--- src/mcw_pkg.sv ---
`timescale 1ns / 1ps
// Shared types and codes for the multi-client check-in watchdog.
package mcw_pkg;

    localparam int SLOT_W  = 4;
    localparam int SILENCE_W = 31;
    localparam logic [SILENCE_W-1:0] SILENCE_RESET = 31'd300;
    localparam int STALE_MAX = 15;

    typedef enum logic [1:0] {
        FUNC_CHECKIN = 2'd0,
        FUNC_HEALTH  = 2'd1,
        FUNC_TIMEOUT = 2'd2,
        FUNC_UNUSED  = 2'd3
    } func_t;

    typedef struct packed {
        logic [1:0]  func;
        logic [15:0] client_id;
        logic [31:0] now_tick;
    } req_word_t;

    typedef struct packed {
        logic              checkin_accepted;
        logic [SLOT_W-1:0] slot_used;
        logic              table_full;
        logic              check_passed;
        logic [3:0]        stale_count;
        logic              fpga_kick;
        logic              interrupt_cleared;
    } rsp_word_t;

    // controller -> datapath
    typedef struct packed {
        logic load;      // latch request word, clear scan state and result
        logic step;      // advance slot index
        logic ci_hit;    // write id/tick at current slot, record acceptance
        logic ci_full;   // record table full
        logic hc_issue;  // read tick at current slot into eval pipe
        logic hc_final;  // close out health check
        logic to_evt;    // first-timeout event
        logic out_load;  // move result into output register
    } mcw_cmd_t;

    // datapath -> controller
    typedef struct packed {
        logic [1:0] func;
        logic       id_zero;
        logic       hit;
        logic       last_idx;
        logic       out_free;
    } mcw_sts_t;

endpackage

--- src/multi_client_watchdog_checkin_top.sv ---
`timescale 1ns / 1ps
// Top level of the multi-client check-in watchdog supervisor.
// Accept to output valid: DISPATCH, then a check-in scans slots up to a hit or the
// last slot, a health check scans every slot, drains and closes out, and a timeout
// event or ignored word goes straight to FINISH; FINISH loads the output when free.
// One word at a time: the next is taken in the cycle after the output loads.
// The output register holds a finished word while the next one is accepted.
// Reset (rst_n, async low) empties the client table, clears healthy, sets limit to 300.
module multi_client_watchdog_checkin_top #(
    parameter int NUM_CLIENTS = 10
) (
    input  logic               clk,
    input  logic               rst_n,
    // request channel
    input  logic               req_valid,
    output logic               req_stall,
    input  mcw_pkg::req_word_t req_word,
    // result channel
    output logic               rsp_valid,
    input  logic               rsp_stall,
    output mcw_pkg::rsp_word_t rsp_word,
    // max_silence_ticks register
    input  logic               cfg_wr_en,
    input  logic [30:0]        cfg_data
);
    import mcw_pkg::*;

    mcw_cmd_t cmd;
    mcw_sts_t sts;

    // Controller: one state per phase; scans advance one slot a cycle.
    mcw_ctrl u_ctrl (
        .clk       (clk),
        .rst_n     (rst_n),
        .req_valid (req_valid),
        .req_stall (req_stall),
        .cmd       (cmd),
        .sts       (sts)
    );

    // Datapath: id flops (reset to empty), tick RAM (no reset, read data only used for
    // filled slots), wrap-safe elapsed compare, stale counter, output register.
    mcw_dp #(
        .NUM_CLIENTS (NUM_CLIENTS)
    ) u_dp (
        .clk       (clk),
        .rst_n     (rst_n),
        .req_word  (req_word),
        .cfg_wr_en (cfg_wr_en),
        .cfg_data  (cfg_data),
        .cmd       (cmd),
        .sts       (sts),
        .rsp_valid (rsp_valid),
        .rsp_stall (rsp_stall),
        .rsp_word  (rsp_word)
    );

endmodule

--- src/mcw_ram.sv ---
`timescale 1ns / 1ps
// Generic single-write, single-read RAM with registered read data.
module mcw_ram #(
    parameter int WIDTH = 32,
    parameter int DEPTH = 10,
    parameter int AW    = (DEPTH > 1) ? $clog2(DEPTH) : 1
) (
    input  logic             clk,
    input  logic             wr_en,
    input  logic [AW-1:0]    wr_addr,
    input  logic [WIDTH-1:0] wr_data,
    input  logic [AW-1:0]    rd_addr,
    output logic [WIDTH-1:0] rd_data
);

    logic [WIDTH-1:0] mem_reg [DEPTH];
    logic [WIDTH-1:0] rd_data_reg;

    always_ff @(posedge clk)
    begin
        if (wr_en)
        begin
            mem_reg[wr_addr] <= wr_data;
        end
        rd_data_reg <= mem_reg[rd_addr];
    end

    assign rd_data = rd_data_reg;

endmodule

--- src/mcw_dp.sv ---
`timescale 1ns / 1ps
// Datapath: client id table, tick memory, stale counter, result and output registers.
module mcw_dp #(
    parameter int NUM_CLIENTS = 10
) (
    input  logic               clk,
    input  logic               rst_n,
    input  mcw_pkg::req_word_t req_word,
    input  logic               cfg_wr_en,
    input  logic [30:0]        cfg_data,
    input  mcw_pkg::mcw_cmd_t  cmd,
    output mcw_pkg::mcw_sts_t  sts,
    output logic               rsp_valid,
    input  logic               rsp_stall,
    output mcw_pkg::rsp_word_t rsp_word
);
    import mcw_pkg::*;

    localparam int IDX_W = (NUM_CLIENTS > 1) ? $clog2(NUM_CLIENTS) : 1;
    localparam int CNT_W = $clog2(NUM_CLIENTS + 1);
    localparam logic [CNT_W-1:0] LAST_IDX = CNT_W'(NUM_CLIENTS - 1);

    logic [15:0]          ids_reg [NUM_CLIENTS];
    logic [SILENCE_W-1:0] max_silence_reg;
    logic                 healthy_reg;
    req_word_t            req_reg;
    logic [CNT_W-1:0]     idx_reg;
    logic [CNT_W-1:0]     stale_reg;
    logic                 pipe_vld_reg;
    logic                 pipe_filled_reg;
    rsp_word_t            res_reg;
    logic                 rsp_valid_reg;
    rsp_word_t            rsp_word_reg;

    logic [IDX_W-1:0] slot;
    logic [15:0]      slot_id;
    logic [31:0]      last_tick;
    logic [31:0]      elapsed;
    logic             fresh;
    logic             stale_hit;

    assign slot    = idx_reg[IDX_W-1:0];
    assign slot_id = ids_reg[slot];

    mcw_ram #(
        .WIDTH (32),
        .DEPTH (NUM_CLIENTS)
    ) u_tick_ram (
        .clk     (clk),
        .wr_en   (cmd.ci_hit),
        .wr_addr (slot),
        .wr_data (req_reg.now_tick),
        .rd_addr (slot),
        .rd_data (last_tick)
    );

    // negative elapsed time (check-in ahead of now) counts as fresh
    assign elapsed   = req_reg.now_tick - last_tick;
    assign fresh     = elapsed[31] || (elapsed[30:0] < max_silence_reg);
    assign stale_hit = pipe_vld_reg && pipe_filled_reg && !fresh;

    assign sts.func     = req_reg.func;
    assign sts.id_zero  = (req_reg.client_id == 16'd0);
    assign sts.hit      = (slot_id == req_reg.client_id) || (slot_id == 16'd0);
    assign sts.last_idx = (idx_reg == LAST_IDX);
    assign sts.out_free = !rsp_valid_reg || !rsp_stall;

    always_ff @(posedge clk or negedge rst_n)
    begin
        if (!rst_n)
        begin
            for (int i = 0; i < NUM_CLIENTS; i++)
            begin
                ids_reg[i] <= 16'd0;
            end
            max_silence_reg <= SILENCE_RESET;
            healthy_reg     <= 1'b0;
            idx_reg         <= '0;
            stale_reg       <= '0;
            pipe_vld_reg    <= 1'b0;
            rsp_valid_reg   <= 1'b0;
        end
        else
        begin
            if (cfg_wr_en)
            begin
                max_silence_reg <= cfg_data;
            end

            if (cmd.load)
            begin
                idx_reg <= '0;
            end
            else if (cmd.step)
            begin
                idx_reg <= idx_reg + 1'b1;
            end

            if (cmd.ci_hit)
            begin
                ids_reg[slot] <= req_reg.client_id;
            end

            pipe_vld_reg <= cmd.hc_issue;

            if (cmd.load)
            begin
                stale_reg <= '0;
            end
            else if (stale_hit)
            begin
                stale_reg <= stale_reg + 1'b1;
            end

            if (cmd.hc_final)
            begin
                healthy_reg <= (stale_reg == '0);
            end
            else if (cmd.to_evt)
            begin
                healthy_reg <= 1'b0;
            end

            if (cmd.out_load)
            begin
                rsp_valid_reg <= 1'b1;
            end
            else if (!rsp_stall)
            begin
                rsp_valid_reg <= 1'b0;
            end
        end
    end

    // payload registers
    always_ff @(posedge clk)
    begin
        if (cmd.load)
        begin
            req_reg <= req_word;
        end
        pipe_filled_reg <= (slot_id != 16'd0);

        if (cmd.load)
        begin
            res_reg <= '0;
        end
        else
        begin
            if (cmd.ci_hit)
            begin
                res_reg.checkin_accepted <= 1'b1;
                res_reg.slot_used        <= SLOT_W'(idx_reg);
            end
            if (cmd.ci_full)
            begin
                res_reg.table_full <= 1'b1;
            end
            if (cmd.hc_final)
            begin
                res_reg.check_passed <= (stale_reg == '0);
                res_reg.fpga_kick    <= (stale_reg == '0);
                res_reg.stale_count  <= (32'(stale_reg) > 32'(STALE_MAX)) ?
                                        4'(STALE_MAX) : 4'(stale_reg);
            end
            if (cmd.to_evt)
            begin
                res_reg.interrupt_cleared <= healthy_reg;
            end
        end

        if (cmd.out_load)
        begin
            rsp_word_reg <= res_reg;
        end
    end

    assign rsp_valid = rsp_valid_reg;
    assign rsp_word  = rsp_word_reg;

endmodule

--- src/mcw_ctrl.sv ---
`timescale 1ns / 1ps
// Controller: sequences check-in scans, health-check scans and result hand-off.
module mcw_ctrl (
    input  logic              clk,
    input  logic              rst_n,
    input  logic              req_valid,
    output logic              req_stall,
    output mcw_pkg::mcw_cmd_t cmd,
    input  mcw_pkg::mcw_sts_t sts
);
    import mcw_pkg::*;

    typedef enum logic [2:0] {
        ST_IDLE,
        ST_DISPATCH,
        ST_CI_SCAN,
        ST_HC_SCAN,
        ST_HC_DRAIN,
        ST_HC_FINAL,
        ST_FINISH
    } state_t;

    state_t state_reg;
    state_t state_next;

    always_comb
    begin
        state_next = state_reg;
        cmd        = '0;
        unique case (state_reg)
            ST_IDLE:
            begin
                if (req_valid)
                begin
                    cmd.load   = 1'b1;
                    state_next = ST_DISPATCH;
                end
            end
            ST_DISPATCH:
            begin
                unique case (func_t'(sts.func))
                    FUNC_CHECKIN:
                    begin
                        state_next = sts.id_zero ? ST_FINISH : ST_CI_SCAN;
                    end
                    FUNC_HEALTH:
                    begin
                        state_next = ST_HC_SCAN;
                    end
                    FUNC_TIMEOUT:
                    begin
                        cmd.to_evt = 1'b1;
                        state_next = ST_FINISH;
                    end
                    default:
                    begin
                        state_next = ST_FINISH;
                    end
                endcase
            end
            ST_CI_SCAN:
            begin
                if (sts.hit)
                begin
                    cmd.ci_hit = 1'b1;
                    state_next = ST_FINISH;
                end
                else if (sts.last_idx)
                begin
                    cmd.ci_full = 1'b1;
                    state_next  = ST_FINISH;
                end
                else
                begin
                    cmd.step = 1'b1;
                end
            end
            ST_HC_SCAN:
            begin
                cmd.hc_issue = 1'b1;
                if (sts.last_idx)
                begin
                    state_next = ST_HC_DRAIN;
                end
                else
                begin
                    cmd.step = 1'b1;
                end
            end
            ST_HC_DRAIN:
            begin
                state_next = ST_HC_FINAL;
            end
            ST_HC_FINAL:
            begin
                cmd.hc_final = 1'b1;
                state_next   = ST_FINISH;
            end
            ST_FINISH:
            begin
                if (sts.out_free)
                begin
                    cmd.out_load = 1'b1;
                    state_next   = ST_IDLE;
                end
            end
            default:
            begin
                state_next = ST_IDLE;
            end
        endcase
    end

    always_ff @(posedge clk or negedge rst_n)
    begin
        if (!rst_n)
        begin
            state_reg <= ST_IDLE;
        end
        else
        begin
            state_reg <= state_next;
        end
    end

    assign req_stall = (state_reg != ST_IDLE);

`ifndef SYNTHESIS
    a_ci_excl: assert property (@(posedge clk) disable iff (!rst_n)
        !(cmd.ci_hit && cmd.ci_full))
        else $error("check-in hit and table full in same cycle");

    a_out_free: assert property (@(posedge clk) disable iff (!rst_n)
        cmd.out_load |-> sts.out_free)
        else $error("result loaded over an untaken word");

    a_load_dispatch: assert property (@(posedge clk) disable iff (!rst_n)
        cmd.load |=> (state_reg == ST_DISPATCH) && req_stall)
        else $error("accepted word not dispatched");

    a_final_after_drain: assert property (@(posedge clk) disable iff (!rst_n)
        cmd.hc_final |-> $past(state_reg) == ST_HC_DRAIN)
        else $error("health check closed before scan drained");
`endif

endmodule

--- config.mk ---
export PLATFORM = sky130hd
export DESIGN_NAME = multi_client_watchdog_checkin_top
export DESIGN_NICKNAME = d
export VERILOG_FILES = /design/src/mcw_pkg.sv /design/src/multi_client_watchdog_checkin_top.sv /design/src/mcw_ram.sv /design/src/mcw_dp.sv /design/src/mcw_ctrl.sv
export SDC_FILE = /design/constraint.sdc
export NUM_CORES = 1
export LEC_CHECK = 0
export BUFFER_PORTS_ARGS = -buffer_cell sky130_fd_sc_hd__buf_2
export CORE_MARGIN = 2
export CORE_UTILIZATION = 37
export CTS_CLUSTER_SIZE = 12
export DETAILED_ROUTE_END_ITERATION = 7
export GPL_TIMING_DRIVEN = 0
export MAX_ROUTING_LAYER = met4
export PLACE_DENSITY = 0.58
export RECOVER_POWER = 50
export SETUP_SLACK_MARGIN = 0.1
export SLEW_MARGIN = 20
export SYNTH_ARGS = -nofsm -noshare
export SYNTH_HDL_FRONTEND = slang
export SYNTH_SLANG_ARGS = --single-unit
--- constraint.sdc ---
create_clock -name clk -period 9.9 [get_ports clk]
set_input_delay 1.98 -clock clk [delete_from_list [all_inputs] [get_ports clk]]
set_output_delay 1.98 -clock clk [all_outputs]
set_load 0.005 [all_outputs]
# Word level (Yosys, flattened, before mapping)
# Memories as Yosys holds them, arrays and structs flattened. A register that Yosys moved wholly into a read port is not among the register bits.
# Index checks and enable logic that the tools add are counted.
# totals
out_inout_bits	15
regBits	280
mem_count	1
inputBits	86
ramBits	320
# mem_list
memory	depth	word_bits	read_ports	rd_clocked_by_memory_dff	wr	line_no	source
u_dp.u_tick_ram.mem_reg	10	32	1	1	1	mcw_ram.sv:16	logic [WIDTH-1:0] mem_reg [DEPTH];
# op_classes
bitwise_logic	1
n_eq_ne	15
mux	39
reduce_logical	20
magnitude_cmp	3
n_addsub	3
# ops
operator	n
$bwmux W160	1
$bmux W16 S4	1
$demux W16 S4	1
$mux W16	3
$logic_not A16 Y1	2
$sub A32 B32 Y32	1
$lt A31 B31 Y1	1
$pmux W3 S7	1
$mux W1	19
$mux W3	6
$eq A16 B16 Y1	1
$mux W4	4
$reduce_bool A16 Y1	1
$eq A3 B3 Y1 const B	3
$add A4 B1 Y4 const B	2
$eq A3 B2 Y1 const B	2
$ne A2 B2 Y1 const B	3
$pmux W3 S2	1
$reduce_bool A2 Y1	3
$ge A5 B5 Y1 const B	1
$lt A5 B1 Y1 const B	1
$not A4 Y5	1
$eq A4 B4 Y1 const B	1
$logic_not A4 Y1	1
other kinds (14)	20

# Longest topological paths before layout
# logic_depth
word_depth	10
ltp_mapped	22
mapped_depth_nobuf	22

# Cells and area by module
# Synthesis repeated with hierarchy kept, for this count alone.
# unflattened
hier_cells	1861
hier_area_um2	27568.9
# modules_own_cells
mod	area_each_um2	cells_each	n_inst
mcw_dp	13983.4	1126	1
mcw_ram	13290.2	698	1
mcw_ctrl	295.3	37	1

# Worst setup path after synthesis
# No wires, ideal clock.
# synth_path
path_kind	reg-to-reg
start	register u_dp.req_reg[15] in the netlist's numbering
end	register u_dp.stale_reg[0]
n_path_buf	1
setup_ns	0.131
path_stages_with_launch	20
setup_slack_ns	5.637
arrival_ns	4.132
cell_sequence	edfxtp_1 > ha_1 > clkbuf_1 > nand3_1 > or4_1 > o221ai_1 > a31oi_1 > o211a_1 > or3_1 > xnor2_1 > ha_1 > a21o_1 > a21o_1 > a21oi_1 > nand2_1 > nand3_1 > a21oi_1 > a31oi_1 > a21oi_1 > mux2i_1
# synth_between
elab_chain_len	6
# synth_lines
element	line_no	source
start, declared	mcw_dp.sv:26	req_word_t req_reg;
start signal, assigned	mcw_dp.sv:140	req_reg <= req_word;
$sub A32 B32 Y32 (*)	mcw_dp.sv:58	assign elapsed = req_reg.now_tick - last_tick;
$lt A31 B31 Y1	mcw_dp.sv:59	assign fresh = elapsed[31] || (elapsed[30:0] < max_silence_reg);
$logic_or A1 B1 Y1 (*)	mcw_dp.sv:59	
$logic_not A1 Y1 (*)	mcw_dp.sv:60	assign stale_hit = pipe_vld_reg && pipe_filled_reg && !fresh;
$logic_and A1 B1 Y1 (*)	mcw_dp.sv:60	
$reduce_bool A2 Y1 (no line) (*)	--	
end signal, assigned	mcw_dp.sv:112	stale_reg <= stale_reg + 1'b1;
end, declared	mcw_dp.sv:28	logic [CNT_W-1:0] stale_reg;
# Every way passes the cells marked *; elsewhere a longest branch is shown, timed or not.
# A chain may end at the register's enable or synchronous reset.

# Worst setup path in the final report
# layout_path
start	register u_dp.req_reg[7] in the netlist's numbering
end	register u_dp.stale_reg[1]
# The elaborated chain is that of the path after synthesis.

==> results_dict.tcl <==
set metrics [dict create \
    outcome "finished with violations" \
    violations "capacitance limit, slew limit" \
    start_kind "register" \
    syn_nets 1943 \
    cts_sinks 632 \
    die_w_um 277.6 \
    min_from "u_dp.res_reg[3]" \
    switching_share_pct 33.51 \
    switchingPower_mw 3.127 \
    worst_pin_slew_ps 2766 \
    ff2ff_path_depth 20 \
    dr_wl_met3_mm 2.840 \
    io_pins 101 \
    synth-edff-count 382 \
    grt.overflow.total 0 \
    drv_cap 2 \
    vias_per_cell 5.309 \
    worst-path-max-fanout 11 \
    syn_to_final_growth_pct 14.72 \
    grtUsageTotal_pct 17.98 \
    wl_per_cell_um 22.35 \
    final_hold_viol_count 0 \
    ys.flop_type "edfxtp_1" \
    hold_end "u_dp.rsp_word[3]" \
    clock-skew-final_ps 30.89 \
    p_per_area_nw_per_um2 293.7 \
    end_kind "register" \
    hold_class "register to register" \
    grt_pass1_wl_mm 102.1 \
    synth.yosys.warnings 0 \
    p_leak_nw 12.61 \
    crit_type "register to register" \
    r2r_slack_ps 3870 \
    cts_tree "done" \
    p_int_mw 6.205 \
    portBuffers 99 \
    num_rows 100 \
    power_frac_clock_pct 25.8 \
    netlist_instances 1789 \
    syn_area_um2 27700 \
    fin_crit_sh_pct 60.95 \
    seq_power_share_pct 38.5 \
    r2r-end "u_dp.stale_reg[1]" \
    root_buffer "clkbuf_16" \
    remaining_drc_errors 0 \
    whs_path_depth 0 \
    first_pass_iters 6 \
    cp.required_ps 10390 \
    slew_headroom_pct -84.39 \
    dp_hpwl_mm 45.62 \
    cts_made_buffers 70 \
    finalSetupTns_ps 0 \
    drt_iter0_drc 1071 \
    ctsHoldBuffers 0 \
    met1_length_mm 30.06 \
    synthDistinctLibCells 77 \
    die_h_um 277.6 \
    core_um2 74320 \
    fmax_ghz 0.1657 \
    clkLatencyLatePin_ps 600 \
    ctsResizeCount 0 \
    wirelength_mm 66.91 \
    layout-drive-gt1-share_pct 25.53 \
    async_flop_share_pct 32.44 \
    ir_worst_vdd_mv 0.1113 \
    grt_max_degree 88 \
    topRoutingLayerUsed "met4" \
    htreeDepth 3 \
    period_minus_slack_ps 6034 \
    rsz0062_at_grt "false" \
    place.gp.congestion 0.9075 \
    largest_reg_flops 320 \
    finalMaxSlewViolations 77 \
    antenna_found_initial 0 \
    synth_seq_cells 632 \
    synth_area_per_cell_um2 15.48 \
    initial_core_util_pct 37.27 \
    vias 15900 \
    synth.yosys.seq_area_share_pct 63.20 \
    finalSetupViolations 0 \
    power_frac_comb_pct 35.7 \
    post-cts-setup-buffer-count 0 \
    r2r_start "u_dp.req_reg[7]" \
    ant_nets 0 \
    clockBufferDepth 3 \
    met2_length_mm 32.56 \
    cts.clk_slew.worst_paths_ps 50 \
    n_antenna_cell 0 \
    num-nets-final 2127 \
    worst_ep_arrival_time_ps 6520 \
    grt_pass1_vias 16690 \
    fin_util_pct 42.76 \
    dieArea_um2 77070 \
]
-- metrics by stage --
stage | setup slack [ps] | area (um^2) | hold WS, ps | std cells | power, mW
5_1_grt | 3446 | 31780 | 451.1 | 2994 | 9.879
3_3_place_gp | 3313 | 29410 | 416.1 | 2857 | 6.912
6_report | 3866 | 31780 | 427.7 | 2994 | 9.332
2_1_floorplan | 5637 | 27700 | 408.0 | 1789 | 5.988
4_1_cts | 3780 | 31800 | 432.5 | 2994 | 9.435
3_5_place_dp | 3803 | 29730 | 419.4 | 2870 | 6.998
-- final cells by class --
type	count	area [um^2]
inverters	93	350.3
plain buffers	96	524.3
flip-flops and latches	632	17510
clock buffers	105	1946
clock inverters	19	125.1
multi-input cells	968	9333
well taps	969	1212
fillers	6666	42540
repair buffers	112	782.0
-- worst max-delay path: stages, from the launching register on --
cell,delay (ps)
edfxtp_1,550
ha_1,420
a41o_1,260
a21oi_1,340
nor2b_1,90
a311oi_1,980
o221ai_1,440
a31oi_1,420
o211a_1,200
or3_1,130
xnor2_1,130
ha_1,260
a21o_1,160
a21o_1,170
a21oi_1,240
nand2_1,110
nand3_1,90
a21oi_1,40
a31oi_1,520
a21oi_1,160
mux2i_1,210
-- routing by layer --
layer	vias up	GRT usage, %
li1	7163	-
met1	8261	23.81
met2	375	29.03
met3	97	2.299
met4	0	5.461
met5	-	-
-- cells in the mapped netlist (5+ instances only) --
| library cell | instances | area (um^2) |
|---|---|---|
| a211oi_1 | 42 | 315.3 |
| a21o_1 | 19 | 142.6 |
| a21oi_1 | 78 | 390.4 |
| a31oi_1 | 8 | 50.05 |
| and3_1 | 7 | 43.79 |
| buf_1 | 12 | 45.04 |
| buf_2 | 8 | 40.04 |
| buf_6 | 14 | 157.7 |
| clkbuf_1 | 56 | 210.2 |
| dfrtp_1 | 201 | 5030 |
| dfxtp_1 | 45 | 900.9 |
| edfxtp_1 | 382 | 11470 |
| ha_1 | 67 | 838.3 |
| inv_1 | 92 | 345.3 |
| mux2_2 | 86 | 968.4 |
| mux2_4 | 90 | 1351 |
| mux2i_1 | 66 | 660.6 |
| mux4_2 | 88 | 1982 |
| nand2_1 | 83 | 311.6 |
| nand2b_1 | 6 | 37.54 |
| nand3_1 | 22 | 110.1 |
| nand3_4 | 9 | 157.7 |
| nand4_1 | 11 | 68.82 |
| nor2_1 | 35 | 131.4 |
| nor2b_1 | 37 | 231.5 |
| nor3_1 | 16 | 80.08 |
| nor4_1 | 13 | 81.33 |
| o21a_1 | 7 | 52.55 |
| o21ai_0 | 60 | 300.3 |
| o22ai_1 | 8 | 50.05 |
| or4_1 | 5 | 37.54 |
| xnor2_1 | 19 | 166.4 |
| xor2_1 | 12 | 105.1 |
-- cell families (layout without fill, tap and decap cells) --
family	Yosys count	after routing	share of synthesized area [%]
flops	632	632	63.20
mux	331	331	17.95
compound gates	270	270	6.229
xor+xnor	31	31	0.9801
simple gates	268	268	5.393
fa+ha+maj	68	68	3.098
buf+inv	189	425	3.148
-- how the worst max path moves through the flow --
stage / start / to / slack, ps / cells past startpoint
after global placement: rst_n / u_dp.max_silence_reg[27] / 3310 / 1
final: u_dp.req_reg[7] / u_dp.stale_reg[1] / 3870 / 20
after global routing: u_dp.req_reg[0] / u_dp.stale_reg[1] / 3450 / 20
after floorplan: u_dp.req_reg[15] / u_dp.stale_reg[0] / 5640 / 19
after CTS: u_dp.req_reg[6] / u_dp.stale_reg[1] / 3780 / 20
after detailed placement: u_dp.req_reg[6] / u_dp.stale_reg[1] / 3800 / 20
-- power groups by stage --
| stage | Sequential (mW) | Clock, mW | Combinational, mW |
|---|---|---|---|
| after floorplan | 3.52 | 0 | 2.46 |
| after global placement | 3.62 | 0 | 3.29 |
| after detailed placement | 3.64 | 0 | 3.36 |
| after CTS | 3.59 | 2.47 | 3.37 |
| after global routing | 3.65 | 2.57 | 3.66 |
| final | 3.59 | 2.41 | 3.33 |
-- cell usage in the layout, fill, tap and decap left out, types with 22 or more instances in the layout --
master / count
mux2_2: 86
dfxtp_1: 45
ha_1: 67
mux2_4: 90
nand3_1: 22
dfrtp_1: 201
mux2i_1: 66
mux4_2: 88
nor2b_1: 37
inv_1: 82
clkbuf_16: 72
buf_2: 98
clkbuf_1: 95
o21ai_0: 60
a211oi_1: 42
a21oi_1: 78
edfxtp_1: 382
nand2_1: 83
nor2_1: 35
(Power assumes the default switching activity.)
